File: src/rtl/nrtp_pkg.sv
// ---------------------------------------------------------------------------
// nrtp_pkg
// Shared types, widths and helpers of the nested region time profiler.
// ---------------------------------------------------------------------------
`default_nettype none

package nrtp_pkg;

    // default sizing
    localparam int DEF_NUM_BUCKETS = 16;
    localparam int DEF_STACK_DEPTH = 64;
    localparam int DEF_TIME_BITS   = 32;

    // fixed field widths
    localparam int BKT_IN_W  = 4;
    localparam int TIME_IN_W = 32;
    localparam int TICK_W    = 48;
    localparam int CALL_W    = 32;
    localparam int DEPTH_W   = 8;

    localparam logic [DEPTH_W-1:0] DEPTH_MAX = '1;
    localparam logic [TICK_W-1:0]  TICKS_MAX = '1;
    localparam logic [CALL_W-1:0]  CALLS_MAX = '1;

    // request codes
    typedef enum logic [1:0] {
        REQ_BEGIN = 2'd0,
        REQ_END   = 2'd1,
        REQ_COUNT = 2'd2,
        REQ_READ  = 2'd3
    } t_req;

    // sequencer states
    typedef enum logic [2:0] {
        S_IDLE,
        S_STK,
        S_BILL,
        S_CALL_RD,
        S_CALL,
        S_RESP
    } t_state;

    // bucket memory port controls
    typedef struct packed {
        logic rd_en;
        logic wr_en;
    } t_bkt_ctl;

    // bucket index modulo a bucket count of two or more (input is below 16)
    function automatic logic [7:0] bkt_wrap(input logic [BKT_IN_W-1:0] b,
                                            input int unsigned n);
        logic [7:0] r;
        r = 8'(b);
        for (int k = 0; k < 8; k++) begin
            if (32'(r) >= n) begin
                r = r - 8'(n);
            end
        end
        return r;
    endfunction

endpackage

`default_nettype wire

File: src/rtl/nrtp_bkt_mem.sv
// ---------------------------------------------------------------------------
// nrtp_bkt_mem
// Per-bucket tick and call totals: one read and one write port, registered
// read data, valid bits so that every entry reads as zero after reset.
// ---------------------------------------------------------------------------
`default_nettype none

module nrtp_bkt_mem
    import nrtp_pkg::*;
#(
    parameter int NUM_BUCKETS = DEF_NUM_BUCKETS,
    parameter int BW          = $clog2(NUM_BUCKETS)
) (
    input  wire logic              i_clk,
    input  wire logic              i_rst_n,
    input  wire t_bkt_ctl          i_ctl,
    input  wire logic [BW-1:0]     i_rd_addr,
    input  wire logic [BW-1:0]     i_wr_addr,
    input  wire logic [TICK_W-1:0] i_wr_ticks,
    input  wire logic [CALL_W-1:0] i_wr_calls,
    output logic      [TICK_W-1:0] o_rd_ticks,
    output logic      [CALL_W-1:0] o_rd_calls
);

    logic [TICK_W-1:0]      r_mem_ticks [NUM_BUCKETS];
    logic [CALL_W-1:0]      r_mem_calls [NUM_BUCKETS];
    logic [NUM_BUCKETS-1:0] r_valid;
    logic [TICK_W-1:0]      r_rd_ticks;
    logic [CALL_W-1:0]      r_rd_calls;
    logic                   r_rd_valid;

    // entry valid bits
    always_ff @(posedge i_clk) begin
        if (!i_rst_n) begin
            r_valid    <= '0;
            r_rd_valid <= 1'b0;
        end else begin
            if (i_ctl.wr_en) begin
                r_valid[i_wr_addr] <= 1'b1;
            end
            if (i_ctl.rd_en) begin
                r_rd_valid <= r_valid[i_rd_addr];
            end
        end
    end

    // storage and registered read
    always_ff @(posedge i_clk) begin
        if (i_ctl.wr_en) begin
            r_mem_ticks[i_wr_addr] <= i_wr_ticks;
            r_mem_calls[i_wr_addr] <= i_wr_calls;
        end
        if (i_ctl.rd_en) begin
            r_rd_ticks <= r_mem_ticks[i_rd_addr];
            r_rd_calls <= r_mem_calls[i_rd_addr];
        end
    end

    // never-written entries read as zero
    assign o_rd_ticks = r_rd_valid ? r_rd_ticks : '0;
    assign o_rd_calls = r_rd_valid ? r_rd_calls : '0;

endmodule

`default_nettype wire

File: src/rtl/nested_region_time_profiler_core.sv
// Nested region profiler: words carry begin, end, count and read requests.
// Begin and end bill the ticks elapsed since the innermost open region's
// start to that region's bucket; reads return one word of totals. One word
// is taken at a time. At depth zero or past the stack, a begin only counts
// the call and an end bills nothing. Read requests take longer while the
// output word is stalled. Billing and counting are read-modify-writes of
// the bucket memory through its read and write ports, which a begin with
// an open region in the stack uses twice (bill the paused parent, then
// count the call), after one read of the stack memory.
// ---------------------------------------------------------------------------
// nested_region_time_profiler_core
// Top level: request sequencer, region stack memory and result register.
// ---------------------------------------------------------------------------
`default_nettype none

module nested_region_time_profiler_core
    import nrtp_pkg::*;
#(
    parameter int NUM_BUCKETS = DEF_NUM_BUCKETS,
    parameter int STACK_DEPTH = DEF_STACK_DEPTH,
    parameter int TIME_BITS   = DEF_TIME_BITS
) (
    input  wire logic                 i_clk,
    input  wire logic                 i_rst_n,
    input  wire logic                 i_valid,
    output logic                      o_ready,
    input  wire logic [1:0]           i_req_type,
    input  wire logic [BKT_IN_W-1:0]  i_bucket,
    input  wire logic [TIME_IN_W-1:0] i_time_now,
    output logic                      o_valid,
    input  wire logic                 i_ready,
    output logic      [BKT_IN_W-1:0]  o_bucket_out,
    output logic      [TICK_W-1:0]    o_time_total,
    output logic      [CALL_W-1:0]    o_call_count,
    output logic      [DEPTH_W-1:0]   o_open_depth
);

    localparam int BW    = (NUM_BUCKETS > 1) ? $clog2(NUM_BUCKETS) : 1;
    localparam int SAW   = (STACK_DEPTH > 1) ? $clog2(STACK_DEPTH) : 1;
    localparam int EXT_W = TIME_BITS + TIME_IN_W;
    localparam int SUM_W = ((TIME_BITS > TICK_W) ? TIME_BITS : TICK_W) + 1;

    // control state
    t_state             r_state, n_state;
    t_req               r_req;
    logic [DEPTH_W-1:0] r_depth;

    // captured word
    logic [BW-1:0]        r_bkt;
    logic [TIME_BITS-1:0] r_now;

    // stack memory
    logic [BW-1:0]        r_stk_bkt  [STACK_DEPTH];
    logic [TIME_BITS-1:0] r_stk_time [STACK_DEPTH];
    logic [BW-1:0]        r_stk_bkt_q;
    logic [TIME_BITS-1:0] r_stk_time_q;

    // result register
    logic                r_out_valid;
    logic [BKT_IN_W-1:0] r_out_bkt;
    logic [TICK_W-1:0]   r_out_ticks;
    logic [CALL_W-1:0]   r_out_calls;
    logic [DEPTH_W-1:0]  r_out_depth;

    // combinational
    logic                 w_acc;
    t_req                 w_req;
    logic [EXT_W-1:0]     w_time_ext;
    logic [TIME_BITS-1:0] w_now;
    logic [BW-1:0]        w_bkt;
    logic                 w_has_top;
    logic                 w_can_push;
    logic                 w_can_restart;
    logic                 w_out_free;
    logic                 w_stk_re;
    logic                 w_stk_we_bkt;
    logic                 w_stk_we_time;
    logic [SAW-1:0]       w_stk_waddr;
    logic [SAW-1:0]       w_stk_raddr;
    t_bkt_ctl             w_bkt_ctl;
    logic [BW-1:0]        w_bkt_raddr;
    logic [BW-1:0]        w_bkt_waddr;
    logic [TICK_W-1:0]    w_wr_ticks;
    logic [CALL_W-1:0]    w_wr_calls;
    logic [TICK_W-1:0]    w_rd_ticks;
    logic [CALL_W-1:0]    w_rd_calls;
    logic [TIME_BITS-1:0] w_elapsed;
    logic [SUM_W-1:0]     w_sum;
    logic [TICK_W-1:0]    w_ticks_sat;
    logic [CALL_W-1:0]    w_calls_inc;
    logic                 w_load;

    // input decode
    assign w_acc      = i_valid && o_ready;
    assign w_req      = t_req'(i_req_type);
    assign w_time_ext = {{TIME_BITS{1'b0}}, i_time_now};
    assign w_now      = w_time_ext[TIME_BITS-1:0];
    assign w_bkt      = BW'(bkt_wrap(i_bucket, NUM_BUCKETS));

    // stack occupancy: top entry exists, room to push, parent to restart
    assign w_has_top     = (r_depth != '0) && (32'(r_depth) <= STACK_DEPTH);
    assign w_can_push    = 32'(r_depth) < STACK_DEPTH;
    assign w_can_restart = (r_depth > DEPTH_W'(1)) && (32'(r_depth) <= STACK_DEPTH + 1);

    assign w_out_free = !r_out_valid || i_ready;
    assign o_ready    = (r_state == S_IDLE);

    // next state
    always_comb begin
        n_state = r_state;
        unique case (r_state)
            S_IDLE: begin
                if (w_acc) begin
                    unique case (w_req)
                        REQ_BEGIN: n_state = w_has_top ? S_STK : S_CALL;
                        REQ_END:   n_state = w_has_top ? S_STK : S_IDLE;
                        REQ_COUNT: n_state = S_CALL;
                        REQ_READ:  n_state = S_RESP;
                        default:   n_state = S_IDLE;
                    endcase
                end
            end
            S_STK:     n_state = S_BILL;
            S_BILL:    n_state = (r_req == REQ_BEGIN) ? S_CALL_RD : S_IDLE;
            S_CALL_RD: n_state = S_CALL;
            S_CALL:    n_state = S_IDLE;
            S_RESP:    n_state = w_out_free ? S_IDLE : S_RESP;
            default:   n_state = S_IDLE;
        endcase
    end

    // sequencer outputs: memory strobes and addresses
    always_comb begin
        w_stk_re      = 1'b0;
        w_stk_we_bkt  = 1'b0;
        w_stk_we_time = 1'b0;
        w_stk_raddr   = SAW'(r_depth - DEPTH_W'(1));
        w_stk_waddr   = SAW'(r_depth);
        w_bkt_ctl     = '0;
        w_bkt_raddr   = r_bkt;
        w_bkt_waddr   = r_bkt;
        w_wr_ticks    = w_rd_ticks;
        w_wr_calls    = w_rd_calls;
        w_load        = 1'b0;
        unique case (r_state)
            S_IDLE: begin
                if (w_acc) begin
                    w_stk_re    = w_has_top && ((w_req == REQ_BEGIN) || (w_req == REQ_END));
                    w_bkt_raddr = w_bkt;
                    unique case (w_req)
                        REQ_BEGIN: begin
                            w_stk_we_bkt    = w_can_push;
                            w_stk_we_time   = w_can_push;
                            w_bkt_ctl.rd_en = !w_has_top;
                        end
                        REQ_END: begin
                            // parent restarts its clock now
                            w_stk_waddr   = SAW'(r_depth - DEPTH_W'(2));
                            w_stk_we_time = w_can_restart;
                        end
                        REQ_COUNT, REQ_READ: w_bkt_ctl.rd_en = 1'b1;
                        default: ;
                    endcase
                end
            end
            S_STK: begin
                w_bkt_raddr     = r_stk_bkt_q;
                w_bkt_ctl.rd_en = 1'b1;
            end
            S_BILL: begin
                w_bkt_waddr     = r_stk_bkt_q;
                w_wr_ticks      = w_ticks_sat;
                w_bkt_ctl.wr_en = 1'b1;
            end
            S_CALL_RD: w_bkt_ctl.rd_en = 1'b1;
            S_CALL: begin
                w_wr_calls      = w_calls_inc;
                w_bkt_ctl.wr_en = 1'b1;
            end
            S_RESP:  w_load = w_out_free;
            default: ;
        endcase
    end

    // elapsed ticks, wrapping difference, saturating accumulate
    assign w_elapsed   = r_now - r_stk_time_q;
    assign w_sum       = SUM_W'(w_rd_ticks) + SUM_W'(w_elapsed);
    assign w_ticks_sat = (w_sum > SUM_W'(TICKS_MAX)) ? TICKS_MAX : w_sum[TICK_W-1:0];
    assign w_calls_inc = (w_rd_calls == CALLS_MAX) ? CALLS_MAX : w_rd_calls + CALL_W'(1);

    // control registers
    always_ff @(posedge i_clk) begin
        if (!i_rst_n) begin
            r_state     <= S_IDLE;
            r_depth     <= '0;
            r_out_valid <= 1'b0;
        end else begin
            r_state <= n_state;
            if (w_acc) begin
                if (w_req == REQ_BEGIN && r_depth != DEPTH_MAX) begin
                    r_depth <= r_depth + DEPTH_W'(1);
                end else if (w_req == REQ_END && r_depth != '0) begin
                    r_depth <= r_depth - DEPTH_W'(1);
                end
            end
            if (w_load) begin
                r_out_valid <= 1'b1;
            end else if (i_ready) begin
                r_out_valid <= 1'b0;
            end
        end
    end

    // captured word
    always_ff @(posedge i_clk) begin
        if (w_acc) begin
            r_req <= w_req;
            r_bkt <= w_bkt;
            r_now <= w_now;
        end
    end

    // stack memory: one write port with per-field enables, registered read
    always_ff @(posedge i_clk) begin
        if (w_stk_we_bkt) begin
            r_stk_bkt[w_stk_waddr] <= w_bkt;
        end
        if (w_stk_we_time) begin
            r_stk_time[w_stk_waddr] <= w_now;
        end
        if (w_stk_re) begin
            r_stk_bkt_q  <= r_stk_bkt[w_stk_raddr];
            r_stk_time_q <= r_stk_time[w_stk_raddr];
        end
    end

    // bucket totals
    nrtp_bkt_mem #(
        .NUM_BUCKETS (NUM_BUCKETS),
        .BW          (BW)
    ) u_bkt_mem (
        .i_clk      (i_clk),
        .i_rst_n    (i_rst_n),
        .i_ctl      (w_bkt_ctl),
        .i_rd_addr  (w_bkt_raddr),
        .i_wr_addr  (w_bkt_waddr),
        .i_wr_ticks (w_wr_ticks),
        .i_wr_calls (w_wr_calls),
        .o_rd_ticks (w_rd_ticks),
        .o_rd_calls (w_rd_calls)
    );

    // result word
    always_ff @(posedge i_clk) begin
        if (w_load) begin
            r_out_bkt   <= BKT_IN_W'(r_bkt);
            r_out_ticks <= w_rd_ticks;
            r_out_calls <= w_rd_calls;
            r_out_depth <= r_depth;
        end
    end

    assign o_valid      = r_out_valid;
    assign o_bucket_out = r_out_bkt;
    assign o_time_total = r_out_ticks;
    assign o_call_count = r_out_calls;
    assign o_open_depth = r_out_depth;

endmodule

`default_nettype wire

File: config.mk
export PLATFORM = sky130hd
export DESIGN_NAME = nested_region_time_profiler_core
export DESIGN_NICKNAME = d
export VERILOG_FILES = /design/src/rtl/nrtp_pkg.sv /design/src/rtl/nrtp_bkt_mem.sv /design/src/rtl/nested_region_time_profiler_core.sv
export SDC_FILE = /design/constraint.sdc
export NUM_CORES = 2
export LEC_CHECK = 0
export BUFFER_PORTS_ARGS = -buffer_cell sky130_fd_sc_hd__buf_2
export CAP_MARGIN = 5
export CELL_PAD_IN_SITES_DETAIL_PLACEMENT = 2
export CELL_PAD_IN_SITES_GLOBAL_PLACEMENT = 2
export CORE_MARGIN = 1
export CORE_UTILIZATION = 46
export CTS_BUF_LIST = sky130_fd_sc_hd__clkbuf_4 sky130_fd_sc_hd__clkbuf_8
export CTS_CLUSTER_DIAMETER = 200
export DETAILED_ROUTE_END_ITERATION = 6
export HOLD_SLACK_MARGIN = 0.12
export PLACE_DENSITY = 0.79
export SLEW_MARGIN = 40
export SYNTH_ARGS = -nofsm -noshare
export SYNTH_HDL_FRONTEND = slang
export SYNTH_SLANG_ARGS = --single-unit
File: constraint.sdc
create_clock -name i_clk -period 5.8 [get_ports i_clk]
set_input_delay 0.58 -clock i_clk [delete_from_list [all_inputs] [get_ports i_clk]]
set_output_delay 0.58 -clock i_clk [all_outputs]
set_load 0.005 [all_outputs]
# == Word level (Yosys, flattened, before mapping) ==
# Memory sizes are Yosys's and may differ from the RTL's. A register that Yosys moved wholly into a read port is not among the register bits.
# Index checks and enable logic that the tools add are counted.
# totals
ff_bits,159
mem_bits_rw,3584
wordCells,109
n_memories,4
# op_classes
n_addsub,6
order_cmp,8
n_eq_ne,11
n_mux,46
bitwise_logic,1
n_reduce_logical,21
# mem_list
name,depth,width,rd,rd_ports_with_merged_regs,wr,line_no,text
r_stk_time,64,32,1,1,1,nested_region_time_profiler_core.sv:54,logic [TIME_BITS-1:0] r_stk_time [STACK_DEPTH];
u_bkt_mem.r_mem_ticks,16,48,1,1,1,nrtp_bkt_mem.sv:25,logic [TICK_W-1:0] r_mem_ticks [NUM_BUCKETS];
u_bkt_mem.r_mem_calls,16,32,1,1,1,nrtp_bkt_mem.sv:26,logic [CALL_W-1:0] r_mem_calls [NUM_BUCKETS];
r_stk_bkt,64,4,1,1,1,nested_region_time_profiler_core.sv:53,logic [BW-1:0] r_stk_bkt [STACK_DEPTH];
# ops
cell,n
2-to-1 mux 48 bit,3
2-to-1 mux 32 bit,3
adder 48 x 32 -> 49 bit,1
"greater-than comparator 49 x 48 -> 1 bit, second input constant",1
"adder 32 x 1 -> 32 bit, second input constant",1
"equality test 32 bit, second input constant",1
subtractor 32 bit,1
2-to-1 mux 1 bit,21
2-to-1 mux 6 bit,3
"less-or-equal comparator 8 x 7 -> 1 bit, second input constant",2
2-to-1 mux 8 bit,2
OR 16 bit,1
case mux 3 bit (5 select lines),1
case mux 3 bit (4 select lines),1
"less-than comparator 4 x 5 -> 1 bit, second input constant",2
2-to-1 mux 3 bit,3
"adder 8 x 1 -> 8 bit, second input constant",1
"greater-than comparator 8 x 1 -> 1 bit, second input constant",1
"less-than comparator 8 x 7 -> 1 bit, second input constant",1
2-to-1 mux 4 bit,2
"!= test 8 bit, second input constant",1
case mux 4 bit (2 select lines),1
nonzero test 8 bit,1
"subtractor 8 x 1 -> 8 bit, second input constant",1
20 further kinds,37

# == Logic depth before layout (Yosys ltp) ==
# logic_depth
word_depth,7
mapped_depth,22
depth_no_buf,20

# == Modules after synthesis ==
# Synthesis repeated with hierarchy kept, for this count alone.
# unflattened
cells_unflattened,6497
hier_area_um2,150222.8
# modules_own_cells
module,instances,cells_each,area_per_inst_um2,seq_area_each_um2
nested_region_time_profiler_core,1,4483,98592.1,74371.3
nrtp_bkt_mem,1,2014,51630.8,41179.5

# == Worst setup path before layout ==
# No wires, ideal clock.
# synth_path
kind,reg-to-reg
start,reg r_depth[0]
end,"reg r_stk_bkt_q[0] (read register of r_stk_bkt), enable pin"
setup_ns,0.523
arrival_ns,5.610
t_required_ns,5.277
slack_ns,-0.333
path_stages_with_launch,11
n_path_buf,4
path_cell_list,dfxtp_1 -> buf_2 -> buf_4 -> buf_2 -> inv_1 -> ha_1 -> or3b_1 -> or3_1 -> clkbuf_1 -> xnor2_1 -> nor4_1
# synth_via
elab_chain_cells,5
elab_cells_between_ends,7
classes_between,add/sub (1); order compare (1); mux (2); reduce/logical (3)
# synth_rtl
item,line_no,text
start: declaration,nested_region_time_profiler_core.sv:46,logic [DEPTH_W-1:0] r_depth;
start signal: assignment,nested_region_time_profiler_core.sv:201,r_depth <= r_depth + DEPTH_W'(1);
start signal: assignment,nested_region_time_profiler_core.sv:203,r_depth <= r_depth - DEPTH_W'(1);
less-or-equal comparator 8 x 7 -> 1 bit or nonzero test 8 bit (tied branches),nested_region_time_profiler_core.sv:101,assign w_has_top = (r_depth != '0) && (32'(r_depth) <= STACK_DEPTH);
logical AND 1 bit *,nested_region_time_profiler_core.sv:101,
logical AND 1 bit *,nested_region_time_profiler_core.sv:148,w_stk_re = w_has_top && ((w_req == REQ_BEGIN) || (w_req == REQ_END));
2-to-1 mux 1 bit *,nested_region_time_profiler_core.sv:147,if (w_acc) begin
2-to-1 mux 1 bit *,nested_region_time_profiler_core.sv:145,unique case (r_state)
named net w_stk_re,nested_region_time_profiler_core.sv:75,logic w_stk_re;
end: declaration,nested_region_time_profiler_core.sv:55,logic [BW-1:0] r_stk_bkt_q;
# The timed path passes the listed nets; every way through them passes the cells marked *.
# A chain may end at the register's enable or synchronous reset.

# == Worst setup path in the final report ==
# layout_path
start,reg r_stk_time_q[18] (read register of r_stk_time)
end,mem u_bkt_mem.r_mem_ticks[15][26] (data pin)
# layout_via
elab_chain_cells,5
# layout_rtl
item,line_no,text
start: declaration,nested_region_time_profiler_core.sv:56,logic [TIME_BITS-1:0] r_stk_time_q;
subtractor 32 bit *,nested_region_time_profiler_core.sv:186,assign w_elapsed = r_now - r_stk_time_q;
adder 48 x 32 -> 49 bit *,nested_region_time_profiler_core.sv:187,assign w_sum = SUM_W'(w_rd_ticks) + SUM_W'(w_elapsed);
greater-than comparator 49 x 48 -> 1 bit,nested_region_time_profiler_core.sv:188,assign w_ticks_sat = (w_sum > SUM_W'(TICKS_MAX)) ? TICKS_MAX : w_sum[TICK_W-1:0];
2-to-1 mux 48 bit *,nested_region_time_profiler_core.sv:188,
2-to-1 mux 48 bit *,nested_region_time_profiler_core.sv:145,
named net u_bkt_mem.i_wr_ticks[26],nrtp_bkt_mem.sv:19,"input wire logic [TICK_W-1:0] i_wr_ticks,"
end: declaration,nrtp_bkt_mem.sv:25,
# Marked as above.

==> results.json <==
{
  "status": "complete, but fails checks",
  "violations": "negative setup slack",
  "synth-async-reset-ratio_pct": 0,
  "p_per_area_nw_per_um2": 445,
  "cts_buffers": 644,
  "vias": 92993,
  "grt_max_degree": 143,
  "post-synth-top-area-fraction_pct": 75.1,
  "routedWlPerCell_um": 43.8,
  "hold_violations": 0,
  "vias_per_cell": 6.79,
  "yosys.area_share.simple_pct": 4.97,
  "die_w_um": 579,
  "pre_cts_ws_ps": -677,
  "cpMostUsedCell": "and4_1",
  "wl_um": 600000,
  "drt-initial-drc-count": 11597,
  "crit_fanout": 8,
  "fin_tns_setup_ps": -173000,
  "clkSlewWorstSetupHoldPaths_ps": 80,
  "yosys_warnings": 0,
  "synth_seq_cells": 3859,
  "synthMuxAreaShare_pct": 11.2,
  "max-clock-path-buffers": 4,
  "layout-drive-gt1-share_pct": 25.8,
  "synthXorXnorAreaFrac_pct": 0.548,
  "setup_ws_ps": -456,
  "p_switching_mw": 26.8,
  "worst_setup_path_start_kind": "flip-flop",
  "synthFlopType": "edfxtp_1",
  "synth_top_family_by_area": "multiplexers",
  "area_growth_pct": 14.4,
  "synth_cell_types": 95,
  "drv_cap": 0,
  "hold_ws_ps": 280,
  "worstHoldPathType": "input port to flip-flop",
  "max_freq_mhz": 160,
  "min_period_ps": 6260,
  "clock_skew_ps": 89.4,
  "yosys.area.top_type": "edfxtp_1",
  "critPathMaxStageDelay_ps": 470,
  "synth-adder-area-share_pct": 0.632,
  "p_leak_nw": 55.2,
  "start_util_pct": 46.3,
  "drt_first_pass_iters": 6,
  "ys_seq_area_share_pct": 75.6,
  "h-tree-depth": 6,
  "synth_compound_area_share_pct": 5.42,
  "drtAntennaViolNets": 0,
  "track_usage_pct": 35.0,
  "netlist_top_cells_count": "edfxtp_1, nand2_1, mux4_2, a211oi_1, and2_1",
  "fill_cells": 28353,
  "synth_edf_count": 3826,
  "slowest_stage": "ha_2",
  "globalRouteOverflowTotal": 0,
  "worstSkewPairLatency_ps": 1320,
  "grt_pass1_vias": 98478,
  "dieHeight_um": 579,
  "required_ps": 6760,
  "crit_path_cell_trace": "inv_1 -> ha_2 -> and4_1 -> and4_1 -> and4_1 -> a32oi_4 -> a41o_1 -> o21bai_1 -> a21oi_1 -> xnor2_1 -> ha_2 -> a21oi_1 -> o21bai_2 -> a21o_1 -> a311oi_1 -> nor2_1 -> buf_4 -> o41a_1 -> a2111oi_2 -> a211oi_4 -> buf_6",
  "p_clk_share_pct": 32.6,
  "synth_area_um2": 153000,
  "drv_slew": 0,
  "setup_viol": 757,
  "endpoint_kind": "flip-flop",
  "worstMarginPinSlew_ps": 1120,
  "nNetsFinal": 8926,
  "syn_nets": 8284,
  "cp_data_arrival_time_ps": 7220,
  "dp_hpwl_um": 322000,
  "vdd_ir_drop_max_v": 0.000329,
  "drc": 0,
  "seqPwrFrac_pct": 42.0,
  "synth_most_common_cell": "edfxtp_1",
  "p_comb_share_pct": 25.4,
  "slew_headroom_pct": 25.5,
  "grt_pass1_wl_um": 813000,
  "cts_root_buffer": "clkbuf_8",
  "netlist_instances": 8166,
  "cts_tree": "yes",
  "numPortBuffers": 135,
  "row_count": 211,
  "antenna_found_initial": 54,
  "synth_area_per_cell_um2": 18.7,
  "ioPinCount": 136,
  "period_share_pct": 108,
  "switching_share_pct": 34.4,
  "worst-setup-path-type": "flip-flop to flip-flop",
  "cts.sinks": 3859,
  "synth_area_leaders": "edfxtp_1, mux4_2, a211oi_1",
  "die_area_um2": 335000,
  "place_congestion": 0.845,
  "internal-power_mw": 51.1,
  "design.core.area_um2": 331000
}
-- repair_timing --
item / CTS / global route
cloned: 1 / 1
pin swaps: 8 / 13
endpoints found under the hold margin: 2319 / 0
hold buffers: 43 / 0
setup endpoints to repair: 768 / 762
buffers inserted: 14 / 10
gates resized for setup: 91 / 38
-- area by class of cell --
type | instances | area [µm²] | share of cell area [%]
flip-flops and latches | 3859 | 116000 | 66.1
multi-input cells | 3740 | 36300 | 20.8
clock buffers | 848 | 10500 | 6.02
well taps | 4366 | 5460 | 3.12
repair buffers | 492 | 4880 | 2.79
clock inverters | 300 | 1760 | 1.01
inverters | 71 | 267 | 0.152
diodes | 26 | 65.1 | 0.0372
-- stage by stage --
step           utilization [%]  cell area, µm²  instances  power (mW)
6_report                  52.9          175000      13702        77.9
5_1_grt                   52.9          175000      13680        79.6
4_1_cts                   52.7          174000      13657        76.9
3_3_place_gp              48.6          161000      12442        49.5
2_1_floorplan                -          153000       8166        43.9
3_5_place_dp              48.7          161000      12451        51.2
-- sequential cells by signal, summed over array words and instances (netlist names) --
register               cells
r_stk_time              2048
u_bkt_mem.r_mem_ticks    768
u_bkt_mem.r_mem_calls    512
r_stk_bkt                256
o_time_total              48
u_bkt_mem.r_rd_ticks      48
o_call_count              32
r_now                     32
r_stk_time_q              32
u_bkt_mem.r_rd_calls      32
u_bkt_mem.r_valid         16
o_open_depth               8
r_depth                    8
o_bucket_out               4
r_bkt                      4
r_stk_bkt_q                4
r_state                    3
r_req                      2
o_valid                    1
u_bkt_mem.r_rd_valid       1
-- placed cells by master (no fill, tap or decap), types with 15 or more instances in the layout --
cell and count:
a211oi_1 413, a21o_1 22, a21oi_1 226, a21oi_4 28, a311oi_1 162, a31oi_1 167, and2_1 401, and3_1 22
buf_12 92, buf_2 106, buf_4 228, clkbuf_4 182, clkbuf_8 666, clkinv_1 174, clkinv_2 68, clkinvlp_4 19
dfxtp_1 29, diode_2 26, dlygate4sd3_1 43, edfxtp_1 3826, ha_1 62, inv_1 70, inv_6 15, mux4_2 756
nand2_1 772, nand3_1 40, nor2_1 145, nor2_4 81, nor2b_1 17, nor3_1 25, o21a_1 25, o21ai_0 42
xnor2_1 52, xor2_1 34
-- path summary, 6_finish.rpt --
path	from	endpoint	slack, ps	cells past startpoint
worst max-delay path	r_stk_time_q[18]	u_bkt_mem.r_mem_ticks[15][26]	-460	21
worst min-delay path	i_req_type[0]	r_req[0]	280	2
worst max register to register	r_stk_time_q[18]	u_bkt_mem.r_mem_ticks[15][26]	-460	21
worst min register to register	u_bkt_mem.r_valid[8]	u_bkt_mem.r_valid[8]	470	1
-- critical path, delay by kind of cell (launching register included) --
family / cells / cell delay [ps]
compound gates: 11 / 2730
simple gates: 4 / 1200
fa+ha+maj: 2 / 890
buf+inv: 3 / 470
flops: 1 / 360
xor+xnor: 1 / 300
-- metal layers --
metal	part of all wire, %	wire length, µm	vias to the layer above	GRT usage, %
li1	-	-	34536	-
met1	35	211000	50408	41.2
met2	52	310000	6208	61.9
met3	7.4	44100	1801	5.84
met4	5.8	34900	40	17.9
met5	0.044	264	-	0
-- cells by family after synthesis --
kind of cell,count (synthesis)
buffers and inverters,567
flip-flops,3859
multiplexers,772
AND/OR/NAND/NOR,1605
adder cells (fa/ha/maj),76
AO/OA/AOI/OAI,1194
XOR/XNOR,93
-- power groups by stage --
stage,registers (mW),logic (mW),clock network [mW]
2_1_floorplan,33.0,10.8,0
3_3_place_gp,33.1,16.4,0
3_5_place_dp,33.3,18.0,0
4_1_cts,32.7,19.0,25.2
5_1_grt,32.7,20.4,26.5
6_report,32.7,19.8,25.4
Power figures use the tool's default switching activity.
